**config.mk**
```make
export PLATFORM = sky130hd
export DESIGN_NAME = q8_block_quantized_dot_product
export DESIGN_NICKNAME = d
export VERILOG_FILES = /design/src/hw/rtl/q8bdp_pkg.sv /design/src/hw/rtl/q8bdp_lane.sv /design/src/hw/rtl/q8bdp_merge.sv /design/src/hw/rtl/q8bdp_total.sv /design/src/hw/rtl/q8_block_quantized_dot_product.sv
export SDC_FILE = /design/constraint.sdc
export NUM_CORES = 2
export LEC_CHECK = 0
export ABC_CLOCK_PERIOD_IN_PS = 8500
export BUFFER_PORTS_ARGS = -buffer_cell sky130_fd_sc_hd__buf_2
export CORE_MARGIN = 10
export CORE_UTILIZATION = 30
export CTS_CLUSTER_DIAMETER = 100
export DETAILED_ROUTE_END_ITERATION = 7
export GPL_TIMING_DRIVEN = 0
export REMOVE_ABC_BUFFERS = 1
export SLEW_MARGIN = 5
export SYNTH_ARGS = -nofsm -noshare
export SYNTH_HDL_FRONTEND = slang
export SYNTH_SLANG_ARGS = --single-unit
```
**constraint.sdc**
```tcl
create_clock -name clk -period 8.5 [get_ports clk]
set_clock_uncertainty 0.2 [all_clocks]
set_input_delay 1.275 -clock clk [delete_from_list [all_inputs] [get_ports clk]]
set_output_delay 1.275 -clock clk [all_outputs]
set_load 0.005 [all_outputs]
```
**src/hw/rtl/q8bdp_pkg.sv**
```systemverilog
// ----------------------------------------------------------------------------
// q8bdp_pkg
// Types and constants shared by the block-quantized dot product datapath.
// ----------------------------------------------------------------------------
`default_nettype none

package q8bdp_pkg;

	localparam int FIELD_LANES     = 4;
	localparam int WEIGHT_W        = 8;
	localparam int ACT_W           = 16;
	localparam int SCALE_W         = 16;
	localparam int RESULT_W        = 64;
	localparam int PROD_W          = WEIGHT_W + ACT_W;
	localparam int DEF_BLOCK_ELEMS = 32;
	localparam int DEF_LANES       = 4;

	typedef struct packed {
		logic signed [WEIGHT_W-1:0] weight_0;
		logic signed [WEIGHT_W-1:0] weight_1;
		logic signed [WEIGHT_W-1:0] weight_2;
		logic signed [WEIGHT_W-1:0] weight_3;
		logic signed [ACT_W-1:0]    act_0;
		logic signed [ACT_W-1:0]    act_1;
		logic signed [ACT_W-1:0]    act_2;
		logic signed [ACT_W-1:0]    act_3;
		logic signed [SCALE_W-1:0]  block_scale;
		logic                       last_item;
	} item_t;

	typedef struct packed {
		logic signed [RESULT_W-1:0] dot_result;
		logic                       saturated;
	} result_t;

	typedef struct packed {
		logic valid;
		logic flush;
		logic last;
	} blk_ctrl_t;

endpackage

`default_nettype wire

```
**src/hw/rtl/q8bdp_lane.sv**
```systemverilog
// ----------------------------------------------------------------------------
// q8bdp_lane
// One lane: registered signed product of a weight and its activation.
// ----------------------------------------------------------------------------
`default_nettype none

module q8bdp_lane
	import q8bdp_pkg::*;
(
	input  wire logic                       clk,
	input  wire logic                       en,
	input  wire logic signed [WEIGHT_W-1:0] weight,
	input  wire logic signed [ACT_W-1:0]    act,
	output logic signed [PROD_W-1:0]        prod_s1
);

	always_ff @(posedge clk) begin
		if (en) begin
			prod_s1 <= PROD_W'(weight * act);
		end
	end

endmodule

`default_nettype wire

```
**src/hw/rtl/q8bdp_merge.sv**
```systemverilog
// ----------------------------------------------------------------------------
// q8bdp_merge
// Sums the lane products and accumulates them over one weight block.
// Emits the block sum with its scale when a block ends or the vector ends.
// ----------------------------------------------------------------------------
`default_nettype none

module q8bdp_merge
	import q8bdp_pkg::*;
#(
	parameter int LANES_USED = 4,
	parameter int GROUPS     = 8,
	parameter int PSUM_W     = 29
) (
	input  wire logic                                  clk,
	input  wire logic                                  arst_n,
	input  wire logic                                  item_valid,
	input  wire logic                                  item_last,
	input  wire logic signed [SCALE_W-1:0]             item_scale,
	output logic                                       en_s1,
	input  wire logic [LANES_USED-1:0][PROD_W-1:0]     prod_s1,
	input  wire logic                                  ready_s2,
	output blk_ctrl_t                                  ctrl_s2,
	output logic signed [PSUM_W-1:0]                   sum_s2,
	output logic signed [SCALE_W-1:0]                  scale_s2
);

	localparam int POS_W = (GROUPS > 1) ? $clog2(GROUPS) : 1;

	logic                       valid_s1;
	logic                       last_s1;
	logic signed [SCALE_W-1:0]  scale_s1;
	logic [POS_W-1:0]           pos_q;
	logic signed [PSUM_W-1:0]   partial_q;
	logic signed [PSUM_W-1:0]   lane_sum;
	logic signed [PSUM_W-1:0]   acc;
	logic                       blk_end;
	logic                       flush;

	assign en_s1 = !valid_s1 || ready_s2;

	always_comb begin
		lane_sum = '0;
		for (int i = 0; i < LANES_USED; i++) begin
			lane_sum = lane_sum + PSUM_W'($signed(prod_s1[i]));
		end
	end

	assign acc     = partial_q + lane_sum;
	assign blk_end = (pos_q == POS_W'(GROUPS - 1));
	assign flush   = blk_end || last_s1;

	always_ff @(posedge clk or negedge arst_n) begin
		if (!arst_n) begin
			valid_s1  <= 1'b0;
			last_s1   <= 1'b0;
			ctrl_s2   <= '0;
			pos_q     <= '0;
			partial_q <= '0;
		end else begin
			if (en_s1) begin
				valid_s1 <= item_valid;
				last_s1  <= item_last;
			end
			if (ready_s2) begin
				ctrl_s2.valid <= valid_s1;
				ctrl_s2.flush <= flush;
				ctrl_s2.last  <= last_s1;
				if (valid_s1) begin
					partial_q <= flush ? '0 : acc;
					pos_q     <= flush ? '0 : pos_q + POS_W'(1);
				end
			end
		end
	end

	always_ff @(posedge clk) begin
		if (en_s1) begin
			scale_s1 <= item_scale;
		end
		if (ready_s2) begin
			sum_s2   <= acc;
			scale_s2 <= scale_s1;
		end
	end

endmodule

`default_nettype wire

```
**src/hw/rtl/q8bdp_total.sv**
```systemverilog
// ----------------------------------------------------------------------------
// q8bdp_total
// Scales each block sum and adds it to the saturating 64-bit total.
// Holds the finished result in the output register.
// ----------------------------------------------------------------------------
`default_nettype none

module q8bdp_total
	import q8bdp_pkg::*;
#(
	parameter int PSUM_W = 29
) (
	input  wire logic                      clk,
	input  wire logic                      arst_n,
	input  wire blk_ctrl_t                 ctrl_s2,
	input  wire logic signed [PSUM_W-1:0]  sum_s2,
	input  wire logic signed [SCALE_W-1:0] scale_s2,
	output logic                           ready_s2,
	output logic                           result_valid,
	input  wire logic                      result_ready,
	output result_t                        result
);

	localparam int SCALED_W = PSUM_W + SCALE_W;

	logic                         valid_s3;
	logic                         flush_s3;
	logic                         last_s3;
	logic signed [SCALED_W-1:0]   scaled_s3;
	logic signed [RESULT_W-1:0]   total_q;
	logic                         clip_q;
	logic                         en_s3;
	logic                         out_load;
	logic signed [RESULT_W-1:0]   addend;
	logic signed [RESULT_W:0]     sum_wide;
	logic                         ovf;
	logic signed [RESULT_W-1:0]   total_next;
	logic                         clip_next;

	assign en_s3    = !valid_s3 || !last_s3 || !result_valid || result_ready;
	assign ready_s2 = !ctrl_s2.valid || en_s3;
	assign out_load = en_s3 && valid_s3 && last_s3;

	assign addend   = flush_s3 ? RESULT_W'(scaled_s3) : '0;
	assign sum_wide = {total_q[RESULT_W-1], total_q} + {addend[RESULT_W-1], addend};
	assign ovf      = sum_wide[RESULT_W] != sum_wide[RESULT_W-1];

	always_comb begin
		total_next = sum_wide[RESULT_W-1:0];
		clip_next  = clip_q;
		if (ovf) begin
			total_next = sum_wide[RESULT_W] ? {1'b1, {(RESULT_W-1){1'b0}}}
			                                : {1'b0, {(RESULT_W-1){1'b1}}};
			clip_next  = 1'b1;
		end
	end

	always_ff @(posedge clk or negedge arst_n) begin
		if (!arst_n) begin
			valid_s3     <= 1'b0;
			flush_s3     <= 1'b0;
			last_s3      <= 1'b0;
			total_q      <= '0;
			clip_q       <= 1'b0;
			result_valid <= 1'b0;
		end else begin
			if (out_load) begin
				result_valid <= 1'b1;
			end else if (result_ready) begin
				result_valid <= 1'b0;
			end
			if (en_s3) begin
				valid_s3 <= ctrl_s2.valid;
				flush_s3 <= ctrl_s2.flush;
				last_s3  <= ctrl_s2.last;
				if (valid_s3) begin
					if (last_s3) begin
						total_q <= '0;
						clip_q  <= 1'b0;
					end else begin
						total_q <= total_next;
						clip_q  <= clip_next;
					end
				end
			end
		end
	end

	always_ff @(posedge clk) begin
		if (en_s3) begin
			scaled_s3 <= SCALED_W'(sum_s2) * SCALED_W'(scale_s2);
		end
		if (out_load) begin
			result.dot_result <= total_next;
			result.saturated  <= clip_next;
		end
	end

endmodule

`default_nettype wire

```
**src/hw/rtl/q8_block_quantized_dot_product.sv**
```systemverilog
// ----------------------------------------------------------------------------
// q8_block_quantized_dot_product
// One row of a block-quantized matrix-vector product: int8 weights times
// Q4.12 activations, summed per block, scaled by the Q0.15 block scale and
// added to a saturating 64-bit total with 27 fractional bits.
// ----------------------------------------------------------------------------
//
//  channel   signals                              moves
//  input     item_valid, item_ready, item         one group of weights/acts
//  output    result_valid, result_ready, result   total of one vector
//
//  One item is accepted per cycle while item_ready is high. After the last item
//  is accepted, the result passes through lane products on the accepting edge,
//  then lane merge and block accumulation, scale multiply, then the total adder
//  into the output register.
//  Reset clears the pipeline, block count, partial sum, total and flag.
//  Input stalls only once a second finished vector reaches the total adder
//  while the output register still holds an unaccepted result and the two
//  stages ahead of the adder are full.
// ----------------------------------------------------------------------------
`default_nettype none

module q8_block_quantized_dot_product
	import q8bdp_pkg::*;
#(
	parameter int BLOCK_ELEMS = DEF_BLOCK_ELEMS,
	parameter int LANES       = DEF_LANES
) (
	input  wire logic  clk,
	input  wire logic  arst_n,
	input  wire logic  item_valid,
	output logic       item_ready,
	input  wire item_t item,
	output logic       result_valid,
	input  wire logic  result_ready,
	output result_t    result
);

	localparam int LANES_USED = (LANES > FIELD_LANES) ? FIELD_LANES : LANES;
	localparam int GROUPS     = (BLOCK_ELEMS / LANES == 0) ? 1 : BLOCK_ELEMS / LANES;
	localparam int PSUM_W     = $clog2(BLOCK_ELEMS) + PROD_W;

	logic                               en_s1;
	logic [LANES_USED-1:0][PROD_W-1:0]  prod_s1;
	logic                               ready_s2;
	blk_ctrl_t                          ctrl_s2;
	logic signed [PSUM_W-1:0]           sum_s2;
	logic signed [SCALE_W-1:0]          scale_s2;

	assign item_ready = en_s1;

	for (genvar i = 0; i < LANES_USED; i++) begin : g_lane
		logic signed [WEIGHT_W-1:0] w;
		logic signed [ACT_W-1:0]    a;
		logic signed [PROD_W-1:0]   p;

		if (i == 0) begin : g_l0
			assign w = item.weight_0;
			assign a = item.act_0;
		end else if (i == 1) begin : g_l1
			assign w = item.weight_1;
			assign a = item.act_1;
		end else if (i == 2) begin : g_l2
			assign w = item.weight_2;
			assign a = item.act_2;
		end else begin : g_l3
			assign w = item.weight_3;
			assign a = item.act_3;
		end

		q8bdp_lane u_lane (
			.clk     (clk),
			.en      (en_s1),
			.weight  (w),
			.act     (a),
			.prod_s1 (p)
		);

		assign prod_s1[i] = p;
	end

	q8bdp_merge #(
		.LANES_USED (LANES_USED),
		.GROUPS     (GROUPS),
		.PSUM_W     (PSUM_W)
	) u_merge (
		.clk        (clk),
		.arst_n     (arst_n),
		.item_valid (item_valid),
		.item_last  (item.last_item),
		.item_scale (item.block_scale),
		.en_s1      (en_s1),
		.prod_s1    (prod_s1),
		.ready_s2   (ready_s2),
		.ctrl_s2    (ctrl_s2),
		.sum_s2     (sum_s2),
		.scale_s2   (scale_s2)
	);

	q8bdp_total #(
		.PSUM_W (PSUM_W)
	) u_total (
		.clk          (clk),
		.arst_n       (arst_n),
		.ctrl_s2      (ctrl_s2),
		.sum_s2       (sum_s2),
		.scale_s2     (scale_s2),
		.ready_s2     (ready_s2),
		.result_valid (result_valid),
		.result_ready (result_ready),
		.result       (result)
	);

endmodule

`default_nettype wire
```
==> results.cfg <==
[route]
routedWlPerCell_microns = 15.9
num_vias = 37473
wirelength_microns = 128000
via_per_inst = 4.64
drtIter0Drc = 1830
antenna_left = 0
drc_errors = 0
firstDrtPassIters = 6

[synth]
yosysWarnings = 0
ys_top_cells_by_area = fa_1, edfxtp_1, ha_1
ys_seq_area_share_pct = 19.7
syn_area_per_cell_sq_um = 9.67
synth-seq-cells = 373
synth_edf_count = 267
syn_inst = 5609
async_flop_share_pct = 28.4
synth_area_sq_um = 54200
synth_ff_type = edfxtp_1
synth_top_area_share_pct = 33.6
synth_largest_area_cell = fa_1
synth_cell_types = 88

[sta]
rsz0062_at_grt = false
tightest_slew_ns = 1.42
timing.final.crit_share_pct = 95.3
layout_min_cycle_time_ns = 8.10
finalHoldViolCount = 0
finalMaxSlewViolations = 0
setup_viol = 0
slew_headroom_pct = 5.28
fmax_mhz = 123

[die]
die_w_microns = 445
coreArea_sq_um = 180000
rows = 156
ios = 184
die_area_sq_um = 198000
initial_core_util_pct = 30.1
die_h_microns = 445

[layout]
fill_cells = 18465
drive_gt1_share_pct = 5.59
synthToLayoutAreaGrowth_pct = 9.22
final_util_pct = 32.8
nets = 7111
finalInstanceArea_sq_um = 59200

[min_path]
hold_path.class = reg2reg
hp-start = u_merge.scale_s1[2]

[placed_design]
place_area_sq_um = 57800
io_buffer_count = 183
place_congestion = 0.861
dp_hpwl_microns = 104000

[global_routing]
grtUsageTotal_pct = 13.0
grt_pass1_vias = 40671
grt_pass1_wl_microns = 213000
grt_max_degree = 65
grt_antenna_before_repair = 25
grt_overflow = 0

[cts]
cts_root_buf = clkbuf_16
ctsHoldBuffers = 0
insertion_delay_ns = 0.58
htreeDepth = 2
clkSinkCount = 373
clockBufferDepth = 3
path_clk_slew_ns = 0.06
cts_setup_buffers = 0
post_cts_resized = 0
cts_buffers = 42
cts_tree = done

[critical_path]
path_cells = nand2_1, fa_1, fa_1, inv_1, fa_1, fa_1, fa_1, inv_1, fa_1, inv_1, ha_1, or2_2, a21oi_1, a21oi_1, o211ai_1, o21a_1, o21ai_1, a31o_2, o41ai_1, mux2i_1, and4_1
crit_required_ns = 8.72
max_stage_delay_ns = 1.30
crit-reg2reg-launch = u_merge.scale_s2[3]
crit_type = reg2reg
crit_fanout = 29
critPathSlowestCell = edfxtp_1
cp_data_arrival_time_ns = 8.32
cpMostUsedCell = fa_1
end_kind = flip-flop
critPathLaunch = u_merge.scale_s2[3]
critical_path.startpoint_type = flip-flop

[flow_run]
max_cap_viol_count = 0

[run_status]
status = finished clean
-- final timing paths --
| path | endpoint | slack [ns] | depth (start not counted) |
|---|---|---|---|
| max reg2reg | u_total.scaled_s3[44] | 0.40 | 21 |
| min in group asynchronous | u_total.total_q[8] | 0.46 | 1 |
| max | u_total.scaled_s3[44] | 0.40 | 21 |
| min | u_merge.scale_s2[2] | 0.22 | 0 |
| max in group asynchronous | u_merge.last_s1 | 6.93 | 2 |
| min reg2reg | u_merge.scale_s2[2] | 0.22 | 0 |
-- Yosys cell counts (all sizes together) (9+ instances only) --
cell type	instances
a22o	35
and2	545
maj3	38
edfxtp	267
inv	1150
nand4	22
o21a	22
o21ai	158
a21boi	10
a21oi	202
and3	20
buf	16
nand2	555
a221o	19
nand2b	97
a21o	79
dfrtp	106
nand3	54
clkbuf	157
or3	19
nor3	58
nor2b	42
xor2	76
fa	911
a31oi	18
o21bai	17
o211ai	11
or2	9
a211oi	18
ha	406
nor2	207
xnor2	165
-- final cells by class --
type | instances | area (sq um) | area share, %
multi-input cells | 3913 | 38600 | 65.2
flip-flops and latches | 373 | 10700 | 18.0
clock buffers | 52 | 1180 | 2.00
clock inverters | 25 | 277 | 0.467
repair buffers | 197 | 1200 | 2.03
diodes | 1 | 2.50 | 0.00422
well taps | 2370 | 2970 | 5.01
inverters | 1150 | 4320 | 7.29
-- cell usage in the layout, fill, tap and decap left out, types with 97 or more instances in the layout --
master    count
buf_2       182
inv_1      1148
dfrtp_1     106
nand2b_1     97
nand2_1     552
nor2_1      203
fa_1        911
o21ai_0     113
a21oi_1     197
ha_1        406
edfxtp_1    267
and2_1      544
xnor2_1     164
-- metal layers --
layer	vias up	track usage, %	part of all wire (%)
met5	-	0	0.076
met4	16	2.77	2.2
met3	200	2.02	5.3
met2	942	22.7	48
met1	18684	17.0	44
li1	17631	-	-
-- flip-flops by register name, indices dropped and copies added (netlist names), 3 cells and up --
register and count:
u_merge.ctrl_s2 3, u_merge.pos_q 3, u_merge.scale_s1 16, u_merge.sum_s2 29
g_lane.u_lane.prod_s1 96, u_merge.partial_q 29, u_merge.scale_s2 16, u_total.total_q 64
u_total.result 65, u_total.scaled_s3 45
-- metrics by stage --
stage / hold slack (ns) / TNS (ns) / setup slack [ns] / std cells
2_1_floorplan: 0.200 / 0 / 1.78 / 5436
3_3_place_gp: 0.205 / -0.119 / -0.119 / 7989
3_5_place_dp: 0.205 / 0 / 0.539 / 8003
4_1_cts: 0.219 / 0 / 0.475 / 8080
5_1_grt: 0.224 / 0 / 0.0762 / 8081
6_report: 0.217 / 0 / 0.402 / 8081
-- worst max-delay path: cells and delay by family (launching register included) --
family	cells	cell delay, ns
AND/OR/NAND/NOR	3	0.71
buffers and inverters	3	0.15
flip-flops	1	1.30
adder cells (fa/ha/maj)	7	3.47
AO/OA/AOI/OAI	7	1.88
multiplexers	1	0.24
-- kinds of logic (layout without fill, tap and decap cells) --
kind of cell | Yosys count | count (layout) | share of synthesized area, %
simple gates | 1651 | 1651 | 15.4
fa+ha+maj | 1355 | 1355 | 43.7
buf+inv | 1323 | 1424 | 9.22
compound gates | 662 | 662 | 8.04
flops | 373 | 373 | 19.7
xor+xnor | 241 | 241 | 3.91
mux | 4 | 4 | 0.0784
other cells | 0 | 1 | 0
Power is left out: the tool's default activity adds up to more than one toggle a clock period on the data nets, which glitch-free logic cannot reach.
